`config.mk`:
```
export PLATFORM = sky130hd
export DESIGN_NAME = multi_slot_timer_table
export DESIGN_NICKNAME = d
export VERILOG_FILES = /design/src/hdl/mstt_pkg.sv /design/src/hdl/mstt_ram.sv /design/src/hdl/mstt_ctrl.sv /design/src/hdl/mstt_dp.sv /design/src/hdl/multi_slot_timer_table.sv
export SDC_FILE = /design/constraint.sdc
export NUM_CORES = 2
export LEC_CHECK = 0
export BUFFER_PORTS_ARGS = -buffer_cell sky130_fd_sc_hd__buf_2
export CORE_MARGIN = 4
export CORE_UTILIZATION = 44
export CTS_CLUSTER_SIZE = 8
export DETAILED_ROUTE_END_ITERATION = 12
export GPL_TIMING_DRIVEN = 0
export HOLD_SLACK_MARGIN = 0.02
export PLACE_DENSITY = 0.69
export SYNTH_ARGS = -nofsm -noshare
export SYNTH_HDL_FRONTEND = slang
export SYNTH_SLANG_ARGS = --single-unit
```
`constraint.sdc`:
```
create_clock -name clk -period 5.5 [get_ports clk]
set_input_delay 1.1 -clock clk [delete_from_list [all_inputs] [get_ports clk]]
set_output_delay 1.1 -clock clk [all_outputs]
set_load 0.1 [all_outputs]
```
`src/hdl/mstt_pkg.sv`:
```
// Shared types and constants of the multi-slot timer table.
// Used by mstt_ctrl, mstt_dp and multi_slot_timer_table; depends on nothing.
package mstt_pkg;

	localparam int DEF_NUM_SLOTS = 32;
	localparam int DEF_TIME_BITS = 32;
	localparam int MAX_RESULTS   = 32;

	localparam int FUNC_W   = 2;
	localparam int DATA_W   = 32;
	localparam int PERIOD_W = 31;
	localparam int IDX_W    = 5;
	localparam int SLOT_W   = 5;
	localparam int KIND_W   = 3;
	localparam int CNT_W    = $clog2(MAX_RESULTS + 1);

	typedef enum logic [FUNC_W-1:0] {
		FUNC_SET   = 2'd0,
		FUNC_KILL  = 2'd1,
		FUNC_CHECK = 2'd2,
		FUNC_SPARE = 2'd3
	} func_t;

	typedef enum logic [KIND_W-1:0] {
		KIND_SET_OK   = 3'd0,
		KIND_SET_FAIL = 3'd1,
		KIND_KILLED   = 3'd2,
		KIND_FIRED    = 3'd3,
		KIND_NONE     = 3'd4
	} kind_t;

	// controller -> datapath
	typedef struct packed {
		logic capture;     // latch item fields, rewind scan
		logic kill;        // clear one slot, report it
		logic set_reject;  // negative period: report failure
		logic set_step;    // test one slot for a set
		logic chk_run;     // check scan: issue read, evaluate previous slot
		logic chk_fin;     // check scan: emit closing result
	} cmd_t;

	// datapath -> controller
	typedef struct packed {
		logic set_done;    // set found a slot or ran off the table
		logic chk_end;     // last slot evaluated or result room used up
	} status_t;

endpackage

```
`src/hdl/mstt_ram.sv`:
```
// Generic single-write, single-read RAM with registered read data.
// No dependencies.
module mstt_ram #(
	parameter int WIDTH = 8,
	parameter int DEPTH = 32
) (
	input  logic                                  clk,
	input  logic                                  we,
	input  logic [(DEPTH > 1 ? $clog2(DEPTH) : 1)-1:0] waddr,
	input  logic [WIDTH-1:0]                      wdata,
	input  logic [(DEPTH > 1 ? $clog2(DEPTH) : 1)-1:0] raddr,
	output logic [WIDTH-1:0]                      rdata
);

	logic [WIDTH-1:0] mem_q [DEPTH];

	always_ff @(posedge clk) begin
		if (we) begin
			mem_q[waddr] <= wdata;
		end
		rdata <= mem_q[raddr];
	end

endmodule

```
`src/hdl/mstt_ctrl.sv`:
```
// Controller state machine of the timer table: sequences set, kill and check items.
// Depends on mstt_pkg; drives the datapath through cmd_t, reads status_t.
module mstt_ctrl
	import mstt_pkg::*;
(
	input  logic              clk,
	input  logic              arst_n,
	input  logic              start,
	input  logic [FUNC_W-1:0] func,
	input  logic              period_neg,
	input  status_t           status,
	output cmd_t              cmd,
	output logic              busy
);

	typedef enum logic [3:0] {
		ST_IDLE  = 4'b0001,
		ST_SET   = 4'b0010,
		ST_CHECK = 4'b0100,
		ST_FIN   = 4'b1000
	} state_t;

	state_t state_q, state_d;

	assign busy = (state_q != ST_IDLE);

	always_comb begin
		state_d = state_q;
		cmd     = '0;
		unique case (state_q)
			ST_IDLE: begin
				if (start) begin
					cmd.capture = 1'b1;
					unique case (func)
						FUNC_SET: begin
							if (period_neg) begin
								cmd.set_reject = 1'b1;
							end else begin
								state_d = ST_SET;
							end
						end
						FUNC_KILL: begin
							cmd.kill = 1'b1;
						end
						FUNC_CHECK: begin
							state_d = ST_CHECK;
						end
						default: begin
							// unused code: dropped without a result
						end
					endcase
				end
			end
			ST_SET: begin
				cmd.set_step = 1'b1;
				if (status.set_done) begin
					state_d = ST_IDLE;
				end
			end
			ST_CHECK: begin
				cmd.chk_run = 1'b1;
				if (status.chk_end) begin
					state_d = ST_FIN;
				end
			end
			ST_FIN: begin
				cmd.chk_fin = 1'b1;
				state_d     = ST_IDLE;
			end
			default: begin
				state_d = ST_IDLE;
			end
		endcase
	end

	always_ff @(posedge clk or negedge arst_n) begin
		if (!arst_n) begin
			state_q <= ST_IDLE;
		end else begin
			state_q <= state_d;
		end
	end

endmodule

```
`src/hdl/mstt_dp.sv`:
```
// Datapath of the timer table: slot flags, deadline/period RAM, scan counter,
// due compare, reload adder and result register. Depends on mstt_pkg, mstt_ram.
module mstt_dp
	import mstt_pkg::*;
#(
	parameter int NUM_SLOTS = DEF_NUM_SLOTS,
	parameter int TIME_BITS = DEF_TIME_BITS
) (
	input  logic                     clk,
	input  logic                     arst_n,
	input  cmd_t                     cmd,
	input  logic [DATA_W-1:0]        now,
	input  logic signed [DATA_W-1:0] period,
	input  logic                     repeating,
	input  logic [IDX_W-1:0]         slot_index,
	output status_t                  status,
	output logic                     strobe,
	output logic [KIND_W-1:0]        kind,
	output logic [SLOT_W-1:0]        slot,
	output logic                     last
);

	localparam int DW = (TIME_BITS < DATA_W) ? TIME_BITS : DATA_W;
	localparam int PW = (DW < PERIOD_W) ? DW : PERIOD_W;
	localparam int SW = (NUM_SLOTS > 1) ? $clog2(NUM_SLOTS) : 1;
	localparam int CW = $clog2(NUM_SLOTS + 1);
	localparam int RW = PW + DW;

	logic [DW-1:0]        now_q;
	logic [PW-1:0]        per_q;
	logic                 rep_in_q;
	logic [CW-1:0]        scan_q;
	logic [NUM_SLOTS-1:0] active_q;
	logic [NUM_SLOTS-1:0] repeat_q;
	logic                 vld_s1;
	logic [SW-1:0]        slot_s1;
	logic [CNT_W-1:0]     fire_cnt_q;
	logic                 pend_q;
	logic [SW-1:0]        pend_slot_q;
	logic                 strobe_q;
	kind_t                kind_q;
	logic [SLOT_W-1:0]    slot_q;
	logic                 last_q;

	logic [SW-1:0] set_idx;
	logic          set_free;
	logic          set_last;
	logic          issue;
	logic          eval;
	logic          due;
	logic          kill_hit;
	logic [SW-1:0] kill_idx;
	logic          ram_we;
	logic [SW-1:0] ram_waddr;
	logic [RW-1:0] ram_wdata;
	logic [RW-1:0] ram_rdata;
	logic [PW-1:0] rd_per;
	logic [DW-1:0] rd_dl;

	// set: one slot tested per cycle, lowest index first
	assign set_idx  = scan_q[SW-1:0];
	assign set_free = !active_q[set_idx];
	assign set_last = (set_idx == SW'(NUM_SLOTS - 1));

	// check: read slot scan_q now, evaluate it in the next cycle
	assign issue  = cmd.chk_run && (scan_q != CW'(NUM_SLOTS));
	assign eval   = cmd.chk_run && vld_s1;
	assign rd_per = ram_rdata[RW-1:DW];
	assign rd_dl  = ram_rdata[DW-1:0];
	assign due    = eval && active_q[slot_s1] && (rd_dl < now_q);

	assign status.set_done = set_free || set_last;
	assign status.chk_end  = eval && ((slot_s1 == SW'(NUM_SLOTS - 1)) ||
		(due && (fire_cnt_q == CNT_W'(MAX_RESULTS - 1))));

	assign kill_hit = cmd.kill && (32'(slot_index) < NUM_SLOTS);
	assign kill_idx = SW'(slot_index);

	always_comb begin
		ram_we    = 1'b0;
		ram_waddr = set_idx;
		ram_wdata = {per_q, now_q + DW'(per_q)};
		if (cmd.set_step && set_free) begin
			ram_we = 1'b1;
		end else if (due && repeat_q[slot_s1]) begin
			ram_we    = 1'b1;
			ram_waddr = slot_s1;
			ram_wdata = {rd_per, rd_dl + DW'(rd_per)};
		end
	end

	mstt_ram #(
		.WIDTH (RW),
		.DEPTH (NUM_SLOTS)
	) u_ram (
		.clk   (clk),
		.we    (ram_we),
		.waddr (ram_waddr),
		.wdata (ram_wdata),
		.raddr (scan_q[SW-1:0]),
		.rdata (ram_rdata)
	);

	// item fields
	always_ff @(posedge clk) begin
		if (cmd.capture) begin
			now_q    <= now[DW-1:0];
			per_q    <= period[PW-1:0];
			rep_in_q <= repeating;
		end
		slot_s1 <= scan_q[SW-1:0];
	end

	// slot flags, scan control
	always_ff @(posedge clk or negedge arst_n) begin
		if (!arst_n) begin
			active_q    <= '0;
			repeat_q    <= '0;
			scan_q      <= '0;
			vld_s1      <= 1'b0;
			fire_cnt_q  <= '0;
			pend_q      <= 1'b0;
		end else begin
			vld_s1 <= issue;
			if (cmd.capture) begin
				scan_q     <= '0;
				fire_cnt_q <= '0;
				pend_q     <= 1'b0;
			end
			if (issue || (cmd.set_step && !status.set_done)) begin
				scan_q <= scan_q + CW'(1);
			end
			if (cmd.set_step && set_free) begin
				active_q[set_idx] <= 1'b1;
				repeat_q[set_idx] <= rep_in_q;
			end
			if (kill_hit) begin
				active_q[kill_idx] <= 1'b0;
				repeat_q[kill_idx] <= 1'b0;
			end
			if (due) begin
				pend_q      <= 1'b1;
				fire_cnt_q  <= fire_cnt_q + CNT_W'(1);
				if (!repeat_q[slot_s1]) begin
					active_q[slot_s1] <= 1'b0;
				end
			end
		end
	end

	always_ff @(posedge clk) begin
		if (due) begin
			pend_slot_q <= slot_s1;
		end
	end

	// result register; a fired slot is held back one find so last can be set
	always_ff @(posedge clk or negedge arst_n) begin
		if (!arst_n) begin
			strobe_q <= 1'b0;
		end else begin
			strobe_q <= cmd.kill || cmd.set_reject || cmd.chk_fin ||
				(cmd.set_step && status.set_done) || (due && pend_q);
		end
	end

	always_ff @(posedge clk) begin
		priority if (cmd.kill) begin
			kind_q <= KIND_KILLED;
			slot_q <= SLOT_W'(slot_index);
			last_q <= 1'b1;
		end else if (cmd.set_reject) begin
			kind_q <= KIND_SET_FAIL;
			slot_q <= '0;
			last_q <= 1'b1;
		end else if (cmd.set_step) begin
			kind_q <= set_free ? KIND_SET_OK : KIND_SET_FAIL;
			slot_q <= set_free ? SLOT_W'(set_idx) : '0;
			last_q <= 1'b1;
		end else if (cmd.chk_fin) begin
			kind_q <= pend_q ? KIND_FIRED : KIND_NONE;
			slot_q <= pend_q ? SLOT_W'(pend_slot_q) : '0;
			last_q <= 1'b1;
		end else if (due) begin
			kind_q <= KIND_FIRED;
			slot_q <= SLOT_W'(pend_slot_q);
			last_q <= 1'b0;
		end
	end

	assign strobe = strobe_q;
	assign kind   = kind_q;
	assign slot   = slot_q;
	assign last   = last_q;

`ifndef NO_ASSERTIONS
	a_only_fired_open: assert property (@(posedge clk) disable iff (!arst_n)
		(strobe_q && (kind_q != KIND_FIRED)) |-> last_q)
		else $error("non-fired result without last");

	a_fire_room: assert property (@(posedge clk) disable iff (!arst_n)
		fire_cnt_q <= CNT_W'(MAX_RESULTS))
		else $error("fired count beyond result room");

	a_grant_marks: assert property (@(posedge clk) disable iff (!arst_n)
		(cmd.set_step && set_free) |=> active_q[$past(set_idx)])
		else $error("granted slot not active");

	a_last_fired_at_fin: assert property (@(posedge clk) disable iff (!arst_n)
		(strobe_q && (kind_q == KIND_FIRED) && last_q) |-> $past(cmd.chk_fin))
		else $error("closing fired result outside scan end");
`endif

endmodule

```
`src/hdl/multi_slot_timer_table.sv`:
```
// Top level of the multi-slot timer table: controller plus datapath.
// Depends on mstt_pkg, mstt_ctrl, mstt_dp (which holds mstt_ram).
//
// A table of NUM_SLOTS timers. Drive func/now/period/repeating/slot_index and
// pulse start while busy is low; the item is taken on that edge. Results come
// back one per cycle on kind/slot/last, each marked by a one-cycle strobe, and
// must be taken when shown: there is no way to stall them. last flags the final
// result of an item.
//  - kill: one result the cycle after start; busy stays low.
//  - set with negative period: one result the cycle after start, busy low.
//  - set: tests one slot per cycle from slot 0 up and takes the lowest free slot
//    (failing when the table is full); the result shows in the first cycle with
//    busy low again.
//  - check: walks every slot through the deadline RAM (one read per cycle,
//    registered read data) and then closes out; fired results trickle out
//    during the walk, the final one right after. At most 32 fired results per
//    check; a walk that reaches that count stops.
//  - func 3: ignored, no result.
// Deadlines wrap at TIME_BITS (capped at 32) and "due" is an unsigned
// deadline < now. Reset clears all slots at once; no clearing pass is needed.
module multi_slot_timer_table
	import mstt_pkg::*;
#(
	parameter int NUM_SLOTS = DEF_NUM_SLOTS,
	parameter int TIME_BITS = DEF_TIME_BITS
) (
	input  logic                     clk,
	input  logic                     arst_n,
	input  logic                     start,
	output logic                     busy,
	input  logic [FUNC_W-1:0]        func,
	input  logic [DATA_W-1:0]        now,
	input  logic signed [DATA_W-1:0] period,
	input  logic                     repeating,
	input  logic [IDX_W-1:0]         slot_index,
	output logic                     strobe,
	output logic [KIND_W-1:0]        kind,
	output logic [SLOT_W-1:0]        slot,
	output logic                     last
);

	cmd_t    cmd;
	status_t status;

	// sequencing of set / kill / check
	mstt_ctrl u_ctrl (
		.clk        (clk),
		.arst_n     (arst_n),
		.start      (start),
		.func       (func),
		.period_neg (period[DATA_W-1]),
		.status     (status),
		.cmd        (cmd),
		.busy       (busy)
	);

	// slot state, deadline RAM and result register
	mstt_dp #(
		.NUM_SLOTS (NUM_SLOTS),
		.TIME_BITS (TIME_BITS)
	) u_dp (
		.clk        (clk),
		.arst_n     (arst_n),
		.cmd        (cmd),
		.now        (now),
		.period     (period),
		.repeating  (repeating),
		.slot_index (slot_index),
		.status     (status),
		.strobe     (strobe),
		.kind       (kind),
		.slot       (slot),
		.last       (last)
	);

endmodule
```
# Word level (Yosys, flattened, before mapping)

Memory sizes are Yosys's and may differ from the RTL's. A register that Yosys moved wholly into a read port is not among the register bits.
Index checks and enable logic that the tools add are counted.

$add $sub $neg: 4
Magnitude comparators: 7
Equality and inequality tests: 16
Mux-type cells: 59
Bitwise logic cells: 6
Reductions and logical operators: 32

Operator list:

| cell                                                | count |
|---|---|
| 2-to-1 mux 32 bit                                   | 6 |
| 2-to-1 mux 63 bit                                   | 2 |
| AND 32 bit                                          | 3 |
| adder 32 x 31 -> 32 bit                             | 2 |
| inverter 32 bit                                     | 2 |
| 2-to-1 mux 5 bit                                    | 9 |
| bitwise mux 32 bit                                  | 1 |
| < comparator 32 bit                                 | 1 |
| OR 32 bit                                           | 1 |
| 2-to-1 mux 1 bit                                    | 19 |
| < comparator 5 x 6 -> 1 bit, second input constant  | 3 |
| 2-to-1 mux 3 bit                                    | 6 |
| 2-to-1 mux 6 bit                                    | 3 |
| 2-to-1 mux 4 bit                                    | 4 |
| binary-select mux 1 bit (select 5 bit)              | 3 |
| demux 1 bit (select 5 bit)                          | 3 |
| >= comparator 5 x 1 -> 1 bit, second input constant | 3 |
| logical AND 1 bit                                   | 14 |
| adder 6 x 1 -> 6 bit, second input constant         | 2 |
| case mux 4 bit (3 select lines)                     | 1 |
| == test 5 bit, second input constant                | 2 |
| case mux 4 bit (2 select lines)                     | 1 |
| logical OR 1 bit                                    | 7 |
| == test 6 x 5 -> 1 bit, second input constant       | 1 |
| other kinds (21)                                    | 25 |

Register bits: 166
Memory bits (writable): 2016
Input bits: 75
Output and inout bits: 11
Logic and storage cells: 142
Memories kept: 1

Memory list:

| name             | words | bits a word | rd ports | clocked after memory_dff | write ports | line           | text |
|---|---|---|---|---|---|---|---|
| u_dp.u_ram.mem_q | 32    | 63          | 1        | 1                        | 1           | mstt_ram.sv:15 | `logic [WIDTH-1:0] mem_q [DEPTH];` |

# Logic depth before layout (Yosys ltp)

Depth in word-level cells: 11
Depth in mapped cells: 13
Depth with buffers taken out: 12

# Cells and area by module

Synthesis repeated with hierarchy kept, for this count alone.

Cells, all modules: 4275
Area, all modules: 90022.6 µm²

Modules (own cells, without submodules):

| module    | times used | cells each | area an instance (µm²) | sequential area each (µm²) |
|---|---|---|---|---|
| mstt_ram  | 1          | 3055       | 77799.6                | 61799.3 |
| mstt_dp   | 1          | 1196       | 11955.2                | 4379.2 |
| mstt_ctrl | 1          | 24         | 267.8                  | 101.3 |

# Worst setup path after synthesis

Ideal clock, no wire load.

Path kind: register to register
From: register u_dp.scan_q[0]
To: memory u_dp.u_ram.mem_q[30][0] (netlist bit) (enable)
Library setup time: 0.485 ns
Arrival time: 5.208 ns
Data required time: 5.015 ns
Slack: -0.193 ns
Stages on the path, launching flop included: 12
Path buffers: 4
Period minus slack after synthesis: 5.693 ns
Cells stage by stage: dfrtp_1 buf_2 clkbuf_1 mux4_2 a22oi_1 and3_1 and2_1 buf_2 buf_2 nand2_1 o32a_1 nor2_1

Cells in the longest elaborated chain, start to end: 7
Elaborated cells on any way between the ends: 9
Classes of those cells: mux: 7; reduce/logical: 2

Ends and longest elaborated chain:

| item                                   | line           | text |
|---|---|---|
| start: declaration                     | mstt_dp.sv:32  | `logic [CW-1:0] scan_q;` |
| start signal: assignment               | mstt_dp.sv:131 | `scan_q <= scan_q + CW'(1);` |
| binary-select mux 1 bit (select 5 bit) | mstt_dp.sv:62  | `assign set_free = !active_q[set_idx];` |
| 2-to-1 mux 1 bit (implied by the code) | mstt_dp.sv:62  |  |
| logical NOT 1 bit                      | mstt_dp.sv:62  |  |
| logical AND 1 bit                      | mstt_dp.sv:83  | `if (cmd.set_step && set_free) begin` |
| 2-to-1 mux 1 bit                       | mstt_dp.sv:83  |  |
| 2-to-1 mux 1 bit                       | mstt_ram.sv:18 | `if (we) begin` |
| 2-to-1 mux 1 bit (implied by the code) | mstt_ram.sv:19 | `mem_q[waddr] <= wdata;` |
| end: declaration                       | mstt_ram.sv:15 |  |

Several ways; a longest one is shown, not always the timed one. The select of a mux whose other input is x is not followed.

# Worst setup path after layout

From: register u_dp.scan_q[1]
To: memory u_dp.u_ram.mem_q[31][38] (netlist bit) (enable)

Same word-level chain as after synthesis.

==> impl_metrics.toml <==
[grt]
grt_pass1_vias = 49764
grt-ovfl-total = 0
antenna_found_initial = 15
grt_max_degree = 57
grt_usage = 0.265
grt_pass1_wl_um = 388000

[critical_path]
rr_endpoint = "u_dp.u_ram.mem_q[31][38]"
crit_fanout = 21
worstSetupEndpoint = "u_dp.u_ram.mem_q[31][38]"
rrSetupSlack_ps = -0.3
worst-setup-path-type = "reg2reg"
worst-endpoint-arrival_ps = 6080
cp_cell_sequence = "clkbuf_1 -> clkbuf_2 -> clkbuf_1 -> a32oi_1 -> buf_4 -> nor2_4 -> buf_12 -> buf_12"
setup.worst_path.start = "u_dp.scan_q[1]"
regToRegStartpoint = "u_dp.scan_q[1]"
start_kind = "flip-flop"
cp.required_ps = 6080
cp-end-kind = "flip-flop"
r2r_cells = 8
cpPeakStageDelay_ps = 970
slowest_stage = "clkbuf_1"

[cts]
cts_hold_buf = 0
path_clk_slew_ps = 50
tritoncts = "done"
cts_buffers = 330
htreeDepth = 5
clock-sinks = 2245
root_buffer = "clkbuf_16"
insertion_delay_ps = 960
clockBufferDepth = 4

[route]
drt-total-wl_um = 279000
drc = 0
viasPerCell = 6.37
drtIter0Drc = 8062
wire_per_inst_um = 35.3
vias = 50514
ant_nets = 0
dr.pass1.iters = 8

[placed_design]
preCtsSetupSlack_ps = -519
place_area_mm2 = 0.0952
place.gp.congestion = 0.937
dp.final_hpwl_um = 186000
place.port_buffers = 85

[power]
p_per_area_mw_per_mm2 = 427
comb_power_share = 0.150
leakagePower_nw = 33.5
clkPwrFrac = 0.402
power.total_mw = 44.8
seqPwrFrac = 0.447
p_sw_frac = 0.253
p_switching_mw = 11.3
p_int_mw = 33.5
ir_drop_mv = 0.403

[yosys]
synthesis.area_mm2 = 0.0884
syn_inst = 4475
synth.avg_cell_area_um2 = 19.8
synth_cell_type_count = 74
post-synth-top-area-cell = "edfxtp_1"
ys_warn_count = 0
syn_nets = 4651
synth_edf_count = 2090
ys.flop_type = "edfxtp_1"
ys_seq_area_frac = 0.749
synth_top_area_frac = 0.710
synth-seq-cells = 2245
async_flop_share = 0.0370
synthMostInstantiatedCell = "edfxtp_1"
synth_commonest_cells = "2,090 x edfxtp_1, 527 x mux4_2, 259 x a22oi_1, 187 x nand2_1, 177 x nor2_1"
synth_area_leaders = "edfxtp_1 71%, mux4_2 13%, dfrtp_1 2.3%, a22oi_1 2.2%, dfxtp_1 1.6%"

[timing]
whs_ps = 212
rsz0062_at_grt = "true"
final.setup.worst_slack_ps = -0.302
hold_viol_final = 0
maxSlewHeadroom = -0.0886
fin_crit_ps = 5500
setup_viol = 1
min_period_over_period = 1.00
skew_ps = 95.5
slew_viol_final = 11
worst_slew_pin_slew_ps = 1630
fmax_mhz = 182

[run_status]
violations = "capacitance limit, slew limit, setup timing"
outcome = "complete, but fails checks"

[cells_and_area]
layout.nets = 5251
fillers = 15282
seq_area_mm2 = 0.0663
drive_above_1_share = 0.242
area_delta_synth_final_pct = 18.6
final_core_util = 0.525
multiInputGateArea_mm2 = 0.0214
finalInstanceArea_mm2 = 0.105

[flow_run]
drv_cap = 1

[floorplanning]
rows = 164
die_area_mm2 = 0.208
io_pins = 86
die_y_um = 456
initial_core_util = 0.443
die_w_um = 456
core-area_mm2 = 0.200

[min_path]
worstHoldPathType = "in2async"
[per-layer routing]
| layer | part of all wire | up-vias | GRT usage |
|---|---|---|---|
| met5 | 0.00034 | - | 0 |
| met2 | 0.46 | 3653 | 0.408 |
| met4 | 0.044 | 14 | 0.109 |
| met3 | 0.12 | 621 | 0.0761 |
| li1 | - | 19821 | - |
| met1 | 0.37 | 26405 | 0.358 |
[metrics by stage]
step           TNS [ps]  cells
2_1_floorplan   -208660   4475
3_3_place_gp          -   7216
3_5_place_dp    -203150   7350
4_1_cts               0   7903
5_1_grt           -89.4   7916
6_report         -0.302   7924
[power groups by stage]
stage / clock, mW / sequential (mW) / combinational (mW)
finish: 18.0 / 20.0 / 6.73
global route: 19.0 / 20.0 / 7.17
CTS: 18.2 / 20.0 / 6.70
detailed placement: 0 / 20.3 / 6.64
global placement: 0 / 20.4 / 6.22
floorplan: 0 / 20.1 / 4.36
[how the worst min path moves through the flow]
stage,slack (ps),to,depth (start not counted)
6_report,210,u_dp.repeat_q[2],1
5_1_grt,200,u_dp.repeat_q[2],1
4_1_cts,170,u_dp.repeat_q[25],1
3_5_place_dp,390,u_dp.slot_s1[4],0
3_3_place_gp,380,u_dp.slot_s1[4],0
2_1_floorplan,370,u_dp.slot_s1[4],0
[flip-flops by register name (all words and copies together), names as in the netlist]
name / cells
u_dp.active_q: 32
u_dp.rep_in_q: 1
u_dp.repeat_q: 32
u_dp.last: 1
u_dp.pend_slot_q: 5
u_dp.fire_cnt_q: 6
u_dp.vld_s1: 1
u_ctrl.state_q: 4
u_dp.u_ram.mem_q: 2016
u_dp.slot_s1: 5
u_dp.pend_q: 1
u_dp.per_q: 31
u_dp.slot: 5
u_dp.u_ram.rdata: 63
u_dp.kind: 3
u_dp.scan_q: 6
u_dp.now_q: 32
u_dp.strobe: 1
[layout make-up]
cell class	instances	area share
Tap cell	2656	0.0317
Clock buffer	507	0.0859
Timing Repair Buffer	270	0.0340
Sequential cell	2245	0.632
Antenna cell	10	0.000239
Clock inverter	8	0.000883
Buffer	233	0.00899
Inverter	60	0.00217
Multi-Input combinational cell	1935	0.204
[critical path: cells and delay by family (launching register included)]
kind / cells / cell delay (ps)
AO/OA/AOI/OAI: 1 / 680
buffers and inverters: 6 / 3330
flip-flops: 1 / 610
AND/OR/NAND/NOR: 1 / 430
[cells by family after synthesis]
logic type | Yosys count | synth area share
multiplexers | 577 | 0.140
buffers and inverters | 295 | 0.0129
XOR/XNOR | 50 | 0.00495
AND/OR/NAND/NOR | 649 | 0.0345
adder cells (fa/ha/maj) | 101 | 0.0145
AO/OA/AOI/OAI | 558 | 0.0439
flip-flops | 2245 | 0.749
[cells in the final DEF (no fill, tap or decap), types with 99 or more instances in the layout]
| master | Yosys | final |
|---|---|---|
| edfxtp_1 | 2090 | 2090 |
| nand2_1 | 187 | 185 |
| ha_1 | 99 | 99 |
| buf_2 | 21 | 107 |
| mux4_2 | 527 | 527 |
| a22oi_1 | 259 | 259 |
| buf_12 | 0 | 100 |
| clkbuf_1 | 137 | 292 |
| clkbuf_16 | 0 | 334 |
| nor2_1 | 177 | 143 |
[timing repair]
item | 4_1_cts | 5_1_grt
endpoints found under the hold margin | 0 | 0
pin swaps | 15 | 2
buffers inserted | 40 | 9
endpoints found under the setup margin | 1142 | 260
gates resized for setup | 4 | 5
(Power assumes the default switching activity.)
